--- src/rtl/core/trs_pkg.sv ---
package trs_pkg;

    localparam int NUM_REGS_DEF     = 8;
    localparam int ADD_STATIONS_DEF = 3;
    localparam int MUL_STATIONS_DEF = 2;
    localparam int ROB_DEPTH_DEF    = 16;
    localparam int VALUE_WIDTH_DEF  = 32;

    localparam int NUM_RESET_REGS = 6;
    localparam logic signed [63:0] RESET_REGS [NUM_RESET_REGS] = '{
        64'sd0, 64'sd0, 64'sd131072, 64'sd262144, 64'sd393216, 64'sd524288
    };

    localparam logic [7:0] ADD_LAT_DEF = 8'd2;
    localparam logic [7:0] SUB_LAT_DEF = 8'd2;
    localparam logic [7:0] MUL_LAT_DEF = 8'd10;
    localparam logic [7:0] DIV_LAT_DEF = 8'd40;

    localparam logic [2:0] CFG_ADD_LAT = 3'd0;
    localparam logic [2:0] CFG_SUB_LAT = 3'd1;
    localparam logic [2:0] CFG_MUL_LAT = 3'd2;
    localparam logic [2:0] CFG_DIV_LAT = 3'd3;

    localparam logic [1:0] LAT_ADD = 2'd0;
    localparam logic [1:0] LAT_SUB = 2'd1;
    localparam logic [1:0] LAT_MUL = 2'd2;
    localparam logic [1:0] LAT_DIV = 2'd3;

    localparam int U_ADD = 0;
    localparam int U_MUL = 1;

    localparam logic [2:0] OP_TICK = 3'd0;
    localparam logic [2:0] OP_ADD  = 3'd1;
    localparam logic [2:0] OP_SUB  = 3'd2;
    localparam logic [2:0] OP_MUL  = 3'd3;
    localparam logic [2:0] OP_DIV  = 3'd4;

    typedef enum logic [1:0] {
        MDU_IDLE,
        MDU_RUN,
        MDU_FIX,
        MDU_DONE
    } t_mdu_state;

    typedef struct packed {
        logic [2:0]  op;
        logic [2:0]  dest_reg;
        logic        src1_is_imm;
        logic [2:0]  src1_reg;
        logic [31:0] src1_imm;
        logic        src2_is_imm;
        logic [2:0]  src2_reg;
        logic [31:0] src2_imm;
    } t_item;

endpackage

--- src/rtl/core/trs_queue.sv ---
module trs_queue
    import trs_pkg::*;
(
    input  logic  i_clk,
    input  logic  i_rst_n,
    input  logic  i_push,
    input  t_item i_item,
    output logic  o_full,
    output logic  o_valid,
    output t_item o_item,
    input  logic  i_pop
);

    t_item      r_data [2];
    logic       r_wptr;
    logic       r_rptr;
    logic [1:0] r_cnt;

    assign o_full  = r_cnt[1];
    assign o_valid = (r_cnt != 2'd0);
    assign o_item  = r_data[r_rptr];

    always_ff @(posedge i_clk) begin
        if (i_push) begin
            r_data[r_wptr] <= i_item;
        end
    end

    always_ff @(posedge i_clk) begin
        if (!i_rst_n) begin
            r_wptr <= 1'b0;
            r_rptr <= 1'b0;
            r_cnt  <= 2'd0;
        end else begin
            if (i_push) begin
                r_wptr <= ~r_wptr;
            end
            if (i_pop) begin
                r_rptr <= ~r_rptr;
            end
            r_cnt <= r_cnt + 2'(i_push) - 2'(i_pop);
        end
    end

endmodule

--- config.mk ---
export PLATFORM = sky130hd
export DESIGN_NAME = trs_queue
export DESIGN_NICKNAME = d
export VERILOG_FILES = /design/src/rtl/core/trs_pkg.sv /design/src/rtl/core/trs_queue.sv
export SDC_FILE = /design/constraint.sdc
export NUM_CORES = 1
export LEC_CHECK = 0
export BUFFER_PORTS_ARGS = -buffer_cell sky130_fd_sc_hd__buf_2
export CORE_MARGIN = 1
export CORE_UTILIZATION = 25
export DETAILED_ROUTE_END_ITERATION = 10
export GPL_TIMING_DRIVEN = 0
export PLACE_DENSITY_LB_ADDON = 0.2
export SLEW_MARGIN = 20
export SYNTH_ARGS = -nofsm -noshare
export SYNTH_HDL_FRONTEND = slang
export SYNTH_SLANG_ARGS = --single-unit
--- constraint.sdc ---
create_clock -name i_clk -period 4.8 [get_ports i_clk]
set_input_delay 0.96 -clock i_clk [delete_from_list [all_inputs] [get_ports i_clk]]
set_output_delay 0.96 -clock i_clk [all_outputs]
set_load 0.01 [all_outputs]
==> results.cfg <==
[worst_setup_path]
crit_type = flip-flop to primary output
r2r-start = r_wptr
r2r_cells = 3
startpoint_type = flip-flop
critPathRequiredTime_ns = 3.84
rrSetupSlack_ns = 3.14
r2r-end = r_data[0][0]
slowest_delay_ns = 0.32
crit_buf_inv = 4
worst_path_max_delay_cell = dfxtp_1
critPathTopFamily = buffers and inverters
path_cells = buf_6 -> buf_6 -> buf_6 -> mux2_4 -> buf_2
worstPathMaxFanout = 10
crit_top_cell = buf_6
arrival_ns = 1.70
end_kind = primary output

[timing]
slew_headroom_pct = 55.4
period_share_pct = 55.4
setup_viol = 0
skew_ns = 0.00624
slew_violations = 0
timing.fmax_mhz = 376
worst_pin_slew_ns = 0.668
min_period_ns = 2.66
fin_tns_setup_ns = 0
rsz0062_at_grt = no
hold_viol = 0

[clock_network]
clk_pin_slew_ns = 0.06
htree_levels = 4
post_cts_resized = 0
cts_setup_buffers = 0
root_buffer = clkbuf_16
cts_buffer_depth = 2
numCtsBuffers = 17
cts_hold_buf = 0
clkLatencyLatePin_ns = 0.41
clock_sinks = 161
cts_tree = built

[die]
dieArea_um2 = 24300
start_util_pct = 25.9
coreArea_um2 = 22900
rows = 55
die_h_um = 156
ios = 162
die_x_um = 156

[synth]
ys_top_cells_by_area = edfxtp_1 (79%), mux2_2 (11%), mux2_4 (5.1%), dfxtp_1 (1.7%), buf_6 (0.76%)
synth_top_area_share_pct = 79.0
yosysTopAreaCell = edfxtp_1
ys_warn_count = 0
avgSynthCellArea_um2 = 22.5
ys_ff_latch = 161
syn_inst = 263
netlist_area_um2 = 5930
syn_nets = 347
synth_cell_types = 14
synth_seq_area_share_pct = 80.7

[global_routing]
overflow = 0
grt_pass1_vias = 3287
grt_max_degree = 42
track_usage_pct = 9.84
antenna_found_initial = 0
grt_first_pass_wirelength_um = 17500

[min_path]
hold_start = r_rptr
whs_path_depth = 2
min_to = r_rptr
min_path_type = flip-flop to flip-flop

[job]
cap_violations = 0

[pwr]
power_density_nw_per_um2 = 436
p_leak_nw = 2.96
ir_drop_v = 0.000193
design_power_total_mw = 3.42

[routing]
wl_per_cell_um = 15.1
vias = 3011
ant_nets = 0
first_iter_violations = 61
drt-total-wl_um = 11700
drt-vias-per-instance = 3.90
drc_errors = 0
drtPass1Iterations = 4

[layout]
drive_gt1_share_pct = 61.9
antenna-diode-count = 0
nNetsFinal = 531
fill_cells = 2226
area_growth_pct = 32.3
fin_util_pct = 34.2

[placed_design]
place.port_buffers = 161
dp_hpwl_um = 7800
gp_congestion = 0.640

[status]
status = complete, no violations
## synth_stat cells
cell,number
mux2_4,20
and2_1,4
o21a_1,1
mux2_2,58
inv_1,2
xnor3_1,1
xor2_1,1
or2_2,1
nor2b_1,3
ha_1,2
buf_2,5
dfxtp_1,5
edfxtp_1,156
buf_6,4
## worst reg2reg max path: stages (launching register included)
cell,delay (ns)
dfxtp_1,0.34
nor2b_4,0.55
buf_12,0.27
buf_16,0.19
## state kept, by name, summed over array words and instances (netlist names), named ones only
register and flops:
r_data 156, r_cnt 2, r_rptr 1, r_wptr 1
## power by group
| part | total, mW | leakage (nW) | switching (mW) | internal [mW] |
|---|---|---|---|---|
| clock | 1.42 | 0.295 | 0.551 | 0.874 |
| sequential | 1.64 | 1.51 | 0.0174 | 1.62 |
| combinational | 0.358 | 1.16 | 0.176 | 0.182 |
| total | 3.42 | 2.96 | 0.745 | 2.68 |
## layout by cell type (no fill, tap or decap)
cell        netlist  final
nor2b_4           0      1
buf_16            0      2
edfxtp_1        156    156
xnor3_1           1      1
inv_6             0      4
and2_4            0      1
mux2_2           58     58
nor2b_1           3      2
buf_6             4      4
mux2_4           20     20
clkbuf_16         0     17
or2_2             1      1
buf_12            0      2
and2_1            4      3
ha_1              2      2
dfxtp_1           5      5
o21a_1            1      1
bufinv_16         0      4
buf_2             5    166
clkinv_2          0      2
clkbuf_1          0      2
inv_1             2      2
xor2_1            1      1
clkinvlp_4        0      2
## per-stage QoR
step / worst slack (ns) / cell area [um^2] / instances / hold WS (ns)
6_report: 2.14 / 7850 / 772 / 0.586
4_1_cts: 2.08 / 7850 / 772 / 0.590
3_5_place_dp: 2.30 / 7230 / 741 / 0.579
5_1_grt: 2.02 / 7850 / 772 / 0.638
2_1_floorplan: 1.35 / 5930 / 263 / 0.555
3_3_place_gp: -0.218 / 7130 / 737 / 0.568
## how the worst max path moves through the flow
stage / start / end / slack (ns) / depth (start not counted)
floorplan: i_push / r_data[0][0] / 1.35 / 1
global placement: i_push / r_data[0][63] / -0.22 / 2
detailed placement: i_push / r_data[0][64] / 2.30 / 4
CTS: flip-flop / o_item[57] / 2.08 / 5
global route: flip-flop / o_item[48] / 2.02 / 4
finish: flip-flop / o_item[57] / 2.14 / 5
## cell type report
class / instances / area, um^2 / area share [%]
Sequential cell: 161 / 4780 / 61.0
Multi-Input combinational cell: 91 / 1080 / 13.7
Timing Repair Buffer: 165 / 901 / 11.5
Clock buffer: 19 / 433 / 5.52
Tap cell: 313 / 392 / 4.99
Clock inverter: 12 / 180 / 2.30
Buffer: 9 / 70.1 / 0.893
Inverter: 2 / 7.51 / 0.0957
## metal layers
metal	global-route usage, %	routed length (um)	vias up
met4	3.36	117	0
met2	17.3	6030	102
met3	4.22	819	9
li1	-	-	1402
met5	0	0	-
met1	10.5	4690	1498
## cell families after synthesis
| family | count (synthesis) | synth area share, % |
|---|---|---|
| flip-flops | 161 | 80.7 |
| multiplexers | 78 | 16.1 |
| buffers and inverters | 11 | 1.31 |
| AND/OR/NAND/NOR | 8 | 0.844 |
| XOR/XNOR | 2 | 0.528 |
| adder cells (fa/ha/maj) | 2 | 0.422 |
| AO/OA/AOI/OAI | 1 | 0.127 |
(Power assumes the default switching activity.)
