`config.mk`:
```
export PLATFORM = sky130hd
export DESIGN_NAME = trs_mdu
export DESIGN_NICKNAME = d
export VERILOG_FILES = /design/src/rtl/core/trs_pkg.sv /design/src/rtl/core/trs_mdu.sv
export SDC_FILE = /design/constraint.sdc
export NUM_CORES = 1
export LEC_CHECK = 0
export ABC_AREA = 1
export BUFFER_PORTS_ARGS = -buffer_cell sky130_fd_sc_hd__buf_2
export CORE_ASPECT_RATIO = 0.5
export CORE_MARGIN = 2
export CORE_UTILIZATION = 55
export DETAILED_ROUTE_END_ITERATION = 10
export PLACE_DENSITY = 0.69
export SLEW_MARGIN = 20
export SYNTH_ARGS = -nofsm -noshare
export SYNTH_HDL_FRONTEND = slang
export SYNTH_SLANG_ARGS = --single-unit
export TNS_END_PERCENT = 10
```
`constraint.sdc`:
```
create_clock -name i_clk -period 7.15 [get_ports i_clk]
set_clock_uncertainty 0.15 [all_clocks]
set_input_delay 0.715 -clock i_clk [delete_from_list [all_inputs] [get_ports i_clk]]
set_output_delay 0.715 -clock i_clk [all_outputs]
set_load 0.005 [all_outputs]
```
`src/rtl/core/trs_pkg.sv`:
```
package trs_pkg;

    localparam int NUM_REGS_DEF     = 8;
    localparam int ADD_STATIONS_DEF = 3;
    localparam int MUL_STATIONS_DEF = 2;
    localparam int ROB_DEPTH_DEF    = 16;
    localparam int VALUE_WIDTH_DEF  = 32;

    localparam int NUM_RESET_REGS = 6;
    localparam logic signed [63:0] RESET_REGS [NUM_RESET_REGS] = '{
        64'sd0, 64'sd0, 64'sd131072, 64'sd262144, 64'sd393216, 64'sd524288
    };

    localparam logic [7:0] ADD_LAT_DEF = 8'd2;
    localparam logic [7:0] SUB_LAT_DEF = 8'd2;
    localparam logic [7:0] MUL_LAT_DEF = 8'd10;
    localparam logic [7:0] DIV_LAT_DEF = 8'd40;

    localparam logic [2:0] CFG_ADD_LAT = 3'd0;
    localparam logic [2:0] CFG_SUB_LAT = 3'd1;
    localparam logic [2:0] CFG_MUL_LAT = 3'd2;
    localparam logic [2:0] CFG_DIV_LAT = 3'd3;

    localparam logic [1:0] LAT_ADD = 2'd0;
    localparam logic [1:0] LAT_SUB = 2'd1;
    localparam logic [1:0] LAT_MUL = 2'd2;
    localparam logic [1:0] LAT_DIV = 2'd3;

    localparam int U_ADD = 0;
    localparam int U_MUL = 1;

    localparam logic [2:0] OP_TICK = 3'd0;
    localparam logic [2:0] OP_ADD  = 3'd1;
    localparam logic [2:0] OP_SUB  = 3'd2;
    localparam logic [2:0] OP_MUL  = 3'd3;
    localparam logic [2:0] OP_DIV  = 3'd4;

    typedef enum logic [1:0] {
        MDU_IDLE,
        MDU_RUN,
        MDU_FIX,
        MDU_DONE
    } t_mdu_state;

    typedef struct packed {
        logic [2:0]  op;
        logic [2:0]  dest_reg;
        logic        src1_is_imm;
        logic [2:0]  src1_reg;
        logic [31:0] src1_imm;
        logic        src2_is_imm;
        logic [2:0]  src2_reg;
        logic [31:0] src2_imm;
    } t_item;

endpackage

```
`src/rtl/core/trs_mdu.sv`:
```
module trs_mdu
    import trs_pkg::*;
#(
    parameter int VALUE_WIDTH = VALUE_WIDTH_DEF
) (
    input  logic                   i_clk,
    input  logic                   i_rst_n,
    input  logic                   i_start,
    input  logic                   i_div,
    input  logic [VALUE_WIDTH-1:0] i_a,
    input  logic [VALUE_WIDTH-1:0] i_b,
    output logic                   o_done,
    output logic [VALUE_WIDTH-1:0] o_res
);

    localparam int W   = VALUE_WIDTH;
    localparam int NW  = W + 16;
    localparam int MW  = 2 * W;
    localparam int CNW = $clog2(NW + 1);
    localparam logic [W-1:0] VMAX = {1'b0, {(W-1){1'b1}}};
    localparam logic [W-1:0] VMIN = {1'b1, {(W-1){1'b0}}};

    t_mdu_state     r_state, n_state;
    logic           r_div;
    logic           r_neg;
    logic [W-1:0]   r_ma;
    logic [W:0]     r_hi;
    logic [NW-1:0]  r_lo;
    logic [CNW-1:0] r_cnt;
    logic [W-1:0]   r_res;

    logic [W-1:0]   mag_a, mag_b;
    logic           zero_div;
    logic [W:0]     rem2, mul_sum;
    logic           q_bit;
    logic [MW-1:0]  mag_m;
    logic [W-1:0]   fix_res;

    assign mag_a    = i_a[W-1] ? (~i_a + 1'b1) : i_a;
    assign mag_b    = i_b[W-1] ? (~i_b + 1'b1) : i_b;
    assign zero_div = i_div && (i_b == '0);

    assign rem2    = {r_hi[W-1:0], r_lo[NW-1]};
    assign q_bit   = (rem2 >= {1'b0, r_ma});
    assign mul_sum = r_hi + (r_lo[0] ? {1'b0, r_ma} : '0);

    always_comb begin
        if (r_div) begin
            mag_m = MW'(r_lo);
        end else begin
            mag_m = MW'({r_hi[W-1:0], r_lo[W-1:0]} >> 16);
        end
        if (mag_m > MW'(VMAX)) begin
            fix_res = r_neg ? VMIN : VMAX;
        end else if (r_neg) begin
            fix_res = ~mag_m[W-1:0] + 1'b1;
        end else begin
            fix_res = mag_m[W-1:0];
        end
    end

    always_comb begin
        n_state = r_state;
        unique case (r_state)
            MDU_IDLE, MDU_DONE: begin
                if (i_start) begin
                    n_state = zero_div ? MDU_DONE : MDU_RUN;
                end
            end
            MDU_RUN: begin
                if (r_cnt == CNW'(1)) begin
                    n_state = MDU_FIX;
                end
            end
            MDU_FIX: n_state = MDU_DONE;
            default: n_state = MDU_IDLE;
        endcase
    end

    always_comb begin
        o_done = (r_state == MDU_DONE);
        o_res  = r_res;
    end

    always_ff @(posedge i_clk) begin
        if (!i_rst_n) begin
            r_state <= MDU_IDLE;
        end else begin
            r_state <= n_state;
        end
    end

    always_ff @(posedge i_clk) begin
        if (i_start) begin
            r_div <= i_div;
            r_neg <= i_a[W-1] ^ i_b[W-1];
            r_hi  <= '0;
            if (i_div) begin
                r_ma  <= mag_b;
                r_lo  <= {mag_a, 16'b0};
                r_cnt <= CNW'(NW);
            end else begin
                r_ma  <= mag_a;
                r_lo  <= NW'(mag_b);
                r_cnt <= CNW'(W);
            end
            if (zero_div) begin
                if (i_a == '0) begin
                    r_res <= '0;
                end else begin
                    r_res <= i_a[W-1] ? VMIN : VMAX;
                end
            end
        end else if (r_state == MDU_RUN) begin
            r_cnt <= r_cnt - 1'b1;
            if (r_div) begin
                r_hi <= q_bit ? (rem2 - {1'b0, r_ma}) : rem2;
                r_lo <= {r_lo[NW-2:0], q_bit};
            end else begin
                r_hi          <= {1'b0, mul_sum[W:1]};
                r_lo[W-1:0]   <= {mul_sum[0], r_lo[W-1:1]};
            end
        end else if (r_state == MDU_FIX) begin
            r_res <= fix_res;
        end
    end

endmodule

```
==> results.sh, run 1 <==
export IMPL_cts_resized_gates=0
export IMPL_slowest_delay_ps=760
export IMPL_hold_depth=2
export IMPL_wl_per_cell_um=18.06
export IMPL_yosysSeqAreaShare_pct=26.83
export IMPL_yosys_most_used_dff="edfxtp_1"
export IMPL_worst_setup_path_end_kind="flop"
export IMPL_synth_edff_count=120
export IMPL_min_period_ps=3851
export IMPL_avgSynthCellArea_um2=6.199
export IMPL_async_reset_ff_share_pct=0
export IMPL_rows=44
export IMPL_crit_reg2reg_launch="r_div$_DFFE_PP_"
export IMPL_grt_use_met2_pct=55.01
export IMPL_reg2reg_depth=9
export IMPL_dp_hpwl_um=43820
export IMPL_grt_pass1_wl_um=84570
export IMPL_cp_common_cell="nand2_1"
export IMPL_drtIter0Drc=2260
export IMPL_tns_ps=0
export IMPL_worst_slew_pin_slew_ps=1046
export IMPL_crit_chain="buf_4, inv_4, nor3b_1, nand3_1, nand2_1, inv_1, nand2_1, a21boi_0, o21ai_0"
export IMPL_ir_drop_v=0.0002413
export IMPL_arrival_ps=3870
export IMPL_path_clk_slew_ps=70
export IMPL_gr_usage_all_layers_pct=35.91
export IMPL_hold_start="i_rst_n"
export IMPL_cts_tree="done"
export IMPL_htree_levels=4
export IMPL_syn_num_nets=2731
export IMPL_timing_rr_end="o_res[6]$_DFFE_PP_"
export IMPL_fin_crit_sh_pct=53.86
export IMPL_grt_pass1_vias=15490
export IMPL_clk_insertion_delay_late_ps=450
export IMPL_cp_num_buf_inv=3
export IMPL_antenna_found_initial=0
export IMPL_hold_viol=0
export IMPL_crit_required_ps=7170
export IMPL_drtAntennaViolNets=0
export IMPL_vias_per_cell=5.574
export IMPL_power_density_nw_per_um2=332.4
export IMPL_nets=2785
export IMPL_busiest_layer="met2"
export IMPL_drc=0
export IMPL_start_util_pct=55.61
export IMPL_hold_class="in2reg"
export IMPL_pin_count=101
export IMPL_synth_seq_cells=155
export IMPL_globalRouteOverflowTotal=0
export IMPL_fmaxAchievable_ghz=0.2597
export IMPL_use_met1_pct=50.89
export IMPL_cp_slowest_cell="nand2_1"
export IMPL_layout_common_cells="861 x nand2_1, 415 x inv_1, 212 x nor2_1"
export IMPL_post_cts_setup_buffers=0
export IMPL_fp_dieW_um=245.5
export IMPL_ys_types=56
export IMPL_port_buffers=100
export IMPL_grt_max_degree=63
export IMPL_status="finished, final reports clean"
export IMPL_dieArea_um2=30630
export IMPL_ys_warn_count=0
export IMPL_area_growth_pct=7.830
export IMPL_drt_first_pass_iters=6
export IMPL_cts_buffers=17
export IMPL_crit_path_max_fanout=34
export IMPL_ctsHoldBuffers=0
export IMPL_num_fill_cells=2889
export IMPL_r2r_setup_slack_ps=3300
export IMPL_worstSetupPathType="reg2reg"
export IMPL_start_kind="flop"
export IMPL_cts_root_buffer="clkbuf_16"
export IMPL_netlist_instances=2588
export IMPL_gp_congestion=0.9914
export IMPL_diodes=0
export IMPL_clock_sinks=155
export IMPL_grt_use_met3_pct=6.938
export IMPL_relSlewSlack_pct=30.01
export IMPL_total_power_uw=5751
export IMPL_p_leak_uw=0.009014
export IMPL_setup_violations=0
export IMPL_core_area_um2=28850
export IMPL_rsz0062_at_grt="false"
export IMPL_dr_total_vias=16980
export IMPL_maxCapViolations=0
export IMPL_cts_path_max_buffers=2
export IMPL_wl_um=55000
export IMPL_cp_top_family="simple AND/OR/NAND/NOR gates"
export IMPL_drive_gt1_share_pct=9.379
export IMPL_final_common_cell="nand2_1"
export IMPL_die_h_um=124.8
export IMPL_drv_slew=0
export IMPL_whs_endpoint="r_state[1]$_SDFFE_PN0P_"
export IMPL_synth_area_um2=16040
[metal layers]
metal  share of wire [%]  up-vias
met4                 2.9        0
met3                 9.5       96
met2                  43      710
met1                  44     7831
met5                   0        -
li1                    -     8340
[cell type report]
type,count,area (um2),area share (%)
multi-input combinational,1923,9716,56.16
timing repair buffer,112,600.6,3.472
tap,391,489.2,2.828
sequential,155,4304,24.88
inverter,433,1628,9.410
clock inverter,15,136.4,0.7884
clock buffer,17,425.4,2.459
[worst max-delay path by stage]
stage | from | end | cells past startpoint
6_report | r_div$_DFFE_PP_ | o_res[6]$_DFFE_PP_ | 9
5_1_grt | r_div$_DFFE_PP_ | o_res[6]$_DFFE_PP_ | 9
4_1_cts | r_div$_DFFE_PP_ | o_res[6]$_DFFE_PP_ | 9
3_5_place_dp | r_div$_DFFE_PP_ | o_res[6]$_DFFE_PP_ | 9
3_3_place_gp | r_div$_DFFE_PP_ | o_res[6]$_DFFE_PP_ | 9
2_1_floorplan | i_b[0] | o_res[0]$_DFFE_PP_ | 8
[Yosys cell counts (3+ instances only)]
master	instances	area (um2)
nand2_4	8	90.09
dfxtp_1	35	700.7
o21ai_2	4	35.03
o21ai_0	113	565.5
edfxtp_1	120	3603
a21oi_1	114	570.6
inv_2	15	56.30
a31oi_1	9	56.30
buf_2	15	75.07
buf_6	10	112.6
o21bai_1	10	75.07
clkbuf_1	42	157.7
buf_1	6	22.52
o21ai_1	24	120.1
o31ai_1	7	52.55
inv_1	415	1558
nor2_1	212	795.8
nand2_1	861	3232
ha_1	73	913.4
a21oi_2	3	26.28
nor4_1	4	25.02
nand3_1	209	1046
o211ai_1	17	127.6
nor2_4	6	67.56
and2_1	5	31.28
a21boi_0	4	30.03
nand4_1	30	187.7
nand3b_1	14	105.1
nand2_2	25	156.4
nor3_1	27	135.1
xor2_1	61	534.3
nor2_2	14	87.58
xnor2_1	14	122.6
nand3_2	7	70.07
or2_2	12	75.07
a22oi_1	14	105.1
[cell families after synthesis]
family	count (synthesis)	share of synthesized area (%)
adders and majority gates	75	5.943
DFF	155	26.83
AOI/OAI and AO/OA	324	11.29
and+or+nand+nor	1449	39.14
xor gates and xnor gates	75	4.095
buffers and inverters	510	12.70
[worst register-to-register path, stage by stage (launching register included)]
cell and delay [ps]:
edfxtp_1 320, buf_4 280, inv_4 250, nor3b_1 290, nand3_1 90, nand2_1 760
inv_1 670, nand2_1 450, a21boi_0 210, o21ai_0 100
[flip-flops by register name, summed over array words and instances (netlist names)]
register	cells
o_res	32
r_cnt	6
r_div	1
r_hi	33
r_lo	48
r_ma	32
r_neg	1
r_state	2
[power by group]
part           leakage, uW  internal, uW  switching, uW
registers          0.00147          1250            241
clock network     0.000285           485            410
logic              0.00726          1050           2310
[metrics by stage]
step	hold slack (ps)	setup WS, ps	cells	cell area, um2	utilization [%]
floorplan	315.7	3256	2588	16040	-
global placement	339.5	3424	3013	16720	57.97
detailed placement	384.1	3390	3013	16720	57.97
CTS	371.0	3396	3045	17280	59.92
global route	369.4	2999	3046	17300	59.97
finish	380.4	3299	3046	17300	59.97
Power figures use the tool's default switching activity.
==> run 2: changes to the inputs <==
Clock period 7.15 ns to 3.7 ns, I/O delays scaled along.
==> run 2 against run 1 <==
Effect of this change:
- routed wire length is 1.0% higher
- via count is 0.70% higher
- register-to-register slack worse by 2700 ps
- first-iteration DRC count is 1.9% lower
- clock-buffer cell count is 3 higher
- cell area is 0.66% higher
- setup slack worse by 2700 ps
- fmax is 24% higher
- critical path depth is 1 lower
==> results.sh, run 2 (synthesized netlist as in run 1, its figures left out) <==
export IMPL_timing_rr_end="o_res[6]$_DFFE_PP_"
export IMPL_cts_resized_gates=0
export IMPL_crit_chain="buf_4, nor3_1, nand3_1, nand2_1, inv_1, nand2_1, a21boi_0, o21ai_0"
export IMPL_rsz0062_at_grt="false"
export IMPL_crit_required_ps=3830
export IMPL_fin_ws_ps=587.3
export IMPL_arrival_ps=3240
export IMPL_drc=0
export IMPL_htree_levels=4
export IMPL_vias_per_cell=5.591
export IMPL_pre_cts_slack_ps=576.4
export IMPL_hold_viol=0
export IMPL_gr_usage_all_layers_pct=36.30
export IMPL_slowest_delay_ps=560
export IMPL_largest_register_ffs=48
export IMPL_final_common_cell="nand2_1"
export IMPL_pwr_share_clk_pct=16.8
export IMPL_drtAntennaViolNets=0
export IMPL_p_sw_uw=5728
export IMPL_fp_dieW_um=245.5
export IMPL_wl_um=55580
export IMPL_worst_setup_path_end_kind="flop"
export IMPL_drtIter0Drc=2218
export IMPL_globalRouteOverflowTotal=0
export IMPL_drive_gt1_share_pct=9.640
export IMPL_setup_violations=0
export IMPL_area_growth_pct=8.540
export IMPL_drv_slew=0
export IMPL_power_density_nw_per_um2=646.2
export IMPL_hold_class="in2reg"
export IMPL_cp_common_cell="nand2_1"
export IMPL_min_period_ps=3113
export IMPL_start_util_pct=55.61
export IMPL_whs_endpoint="r_state[1]$_SDFFE_PN0P_"
export IMPL_cts_buffers=17
export IMPL_ir_drop_v=0.0004896
export IMPL_hold_start="i_rst_n"
export IMPL_drt_first_pass_iters=7
export IMPL_grt_max_degree=55
export IMPL_dr_total_vias=17100
export IMPL_layout_common_cells="861 x nand2_1, 415 x inv_1, 212 x nor2_1"
export IMPL_start_kind="flop"
export IMPL_maxCapViolations=0
export IMPL_seq_power_share_pct=25.7
export IMPL_crit_reg2reg_launch="r_div$_DFFE_PP_"
export IMPL_core_area_um2=28850
export IMPL_fin_crit_sh_pct=84.13
export IMPL_dp_hpwl_um=44470
export IMPL_post_cts_setup_buffers=0
export IMPL_hold_depth=2
export IMPL_internal_power_uw=5524
export IMPL_utilization_pct=60.36
export IMPL_clk_insertion_delay_late_ps=460
export IMPL_reg_top3="r_lo: 48 flops, r_hi: 33 flops"
export IMPL_path_clk_slew_ps=70
export IMPL_grt_pass1_wl_um=84950
export IMPL_cp_slowest_cell="inv_1"
export IMPL_reg2reg_depth=8
export IMPL_r2r_setup_slack_ps=590
export IMPL_worst_slew_pin_slew_ps=800.9
export IMPL_combPwrFrac_pct=57.5
export IMPL_fmaxAchievable_ghz=0.3213
export IMPL_switching_share_pct=50.91
export IMPL_dieArea_um2=30630
export IMPL_relSlewSlack_pct=46.48
export IMPL_tns_ps=0
export IMPL_worstSetupPathType="reg2reg"
export IMPL_p_leak_uw=0.009067
export IMPL_nets=2796
export IMPL_cts_tree="done"
export IMPL_cts_path_max_buffers=2
export IMPL_die_h_um=124.8
export IMPL_status="finished, final reports clean"
export IMPL_port_buffers=100
export IMPL_antenna_found_initial=1
export IMPL_ctsHoldBuffers=0
export IMPL_gp_congestion=1.005
export IMPL_cts_root_buffer="clkbuf_16"
export IMPL_rows=44
export IMPL_clock_sinks=155
export IMPL_crit_path_max_fanout=48
export IMPL_grt_pass1_vias=15420
export IMPL_top_register="r_lo"
export IMPL_wl_per_cell_um=18.17
export IMPL_pin_count=101
## run 2: worst max path at each step
stage / endpoint / startpoint / cells after the start
global route: o_res[6]$_DFFE_PP_ / r_div$_DFFE_PP_ / 8
detailed placement: r_ma[22]$_DFFE_PP_ / i_a[0] / 12
finish: o_res[6]$_DFFE_PP_ / r_div$_DFFE_PP_ / 8
CTS: o_res[6]$_DFFE_PP_ / r_div$_DFFE_PP_ / 8
floorplan: o_res[0]$_DFFE_PP_ / i_b[0] / 8
global placement: r_ma[22]$_DFFE_PP_ / i_a[0] / 12
## run 2: layout make-up
class	count	area [um2]
Timing Repair Buffer	123	675.6
Inverter	433	1628
Tap cell	391	489.2
Sequential cell	155	4304
Clock inverter	12	161.4
Multi-Input combinational cell	1923	9716
Fill cell	2991	11430
Antenna cell	1	2.502
Clock buffer	20	436.7
## run 2: critical path, delay by kind of cell, from the launching register on
| kind | cells | cell delay, ps |
|---|---|---|
| DFF | 1 | 410 |
| buffers and inverters | 2 | 1060 |
| AOI/OAI and AO/OA | 2 | 440 |
| and+or+nand+nor | 4 | 840 |
## run 2: stage by stage
stage	power (uW)	std cells	area (um2)	hold WS [ps]
CTS	11110	3057	17410	18.41
detailed placement	9226	3025	16810	353.9
global placement	9176	3025	16810	345.4
floorplan	7443	2588	16040	315.7
finish	11250	3058	17410	15.63
global route	12090	3057	17410	21.20
## run 2: routing by layer
metal  wire (um)  part of all wire [%]  vias to the layer above  GRT usage, %
li1            -                     -                     8373             -
met1       24190                    44                     7815         50.80
met2       24180                    44                      805         56.11
met3        5930                    11                      103         8.877
met4        1273                   2.3                        0         9.020
met5           0                     0                        -             0
## run 2: power groups by stage
| stage | Combinational (uW) | Sequential, uW | Clock, uW |
|---|---|---|---|
| 2_1_floorplan | 4730 | 2720 | 0 |
| 3_3_place_gp | 6280 | 2890 | 0 |
| 3_5_place_dp | 6320 | 2910 | 0 |
| 4_1_cts | 6360 | 2870 | 1880 |
| 5_1_grt | 7230 | 2920 | 1940 |
| 6_report | 6470 | 2890 | 1890 |
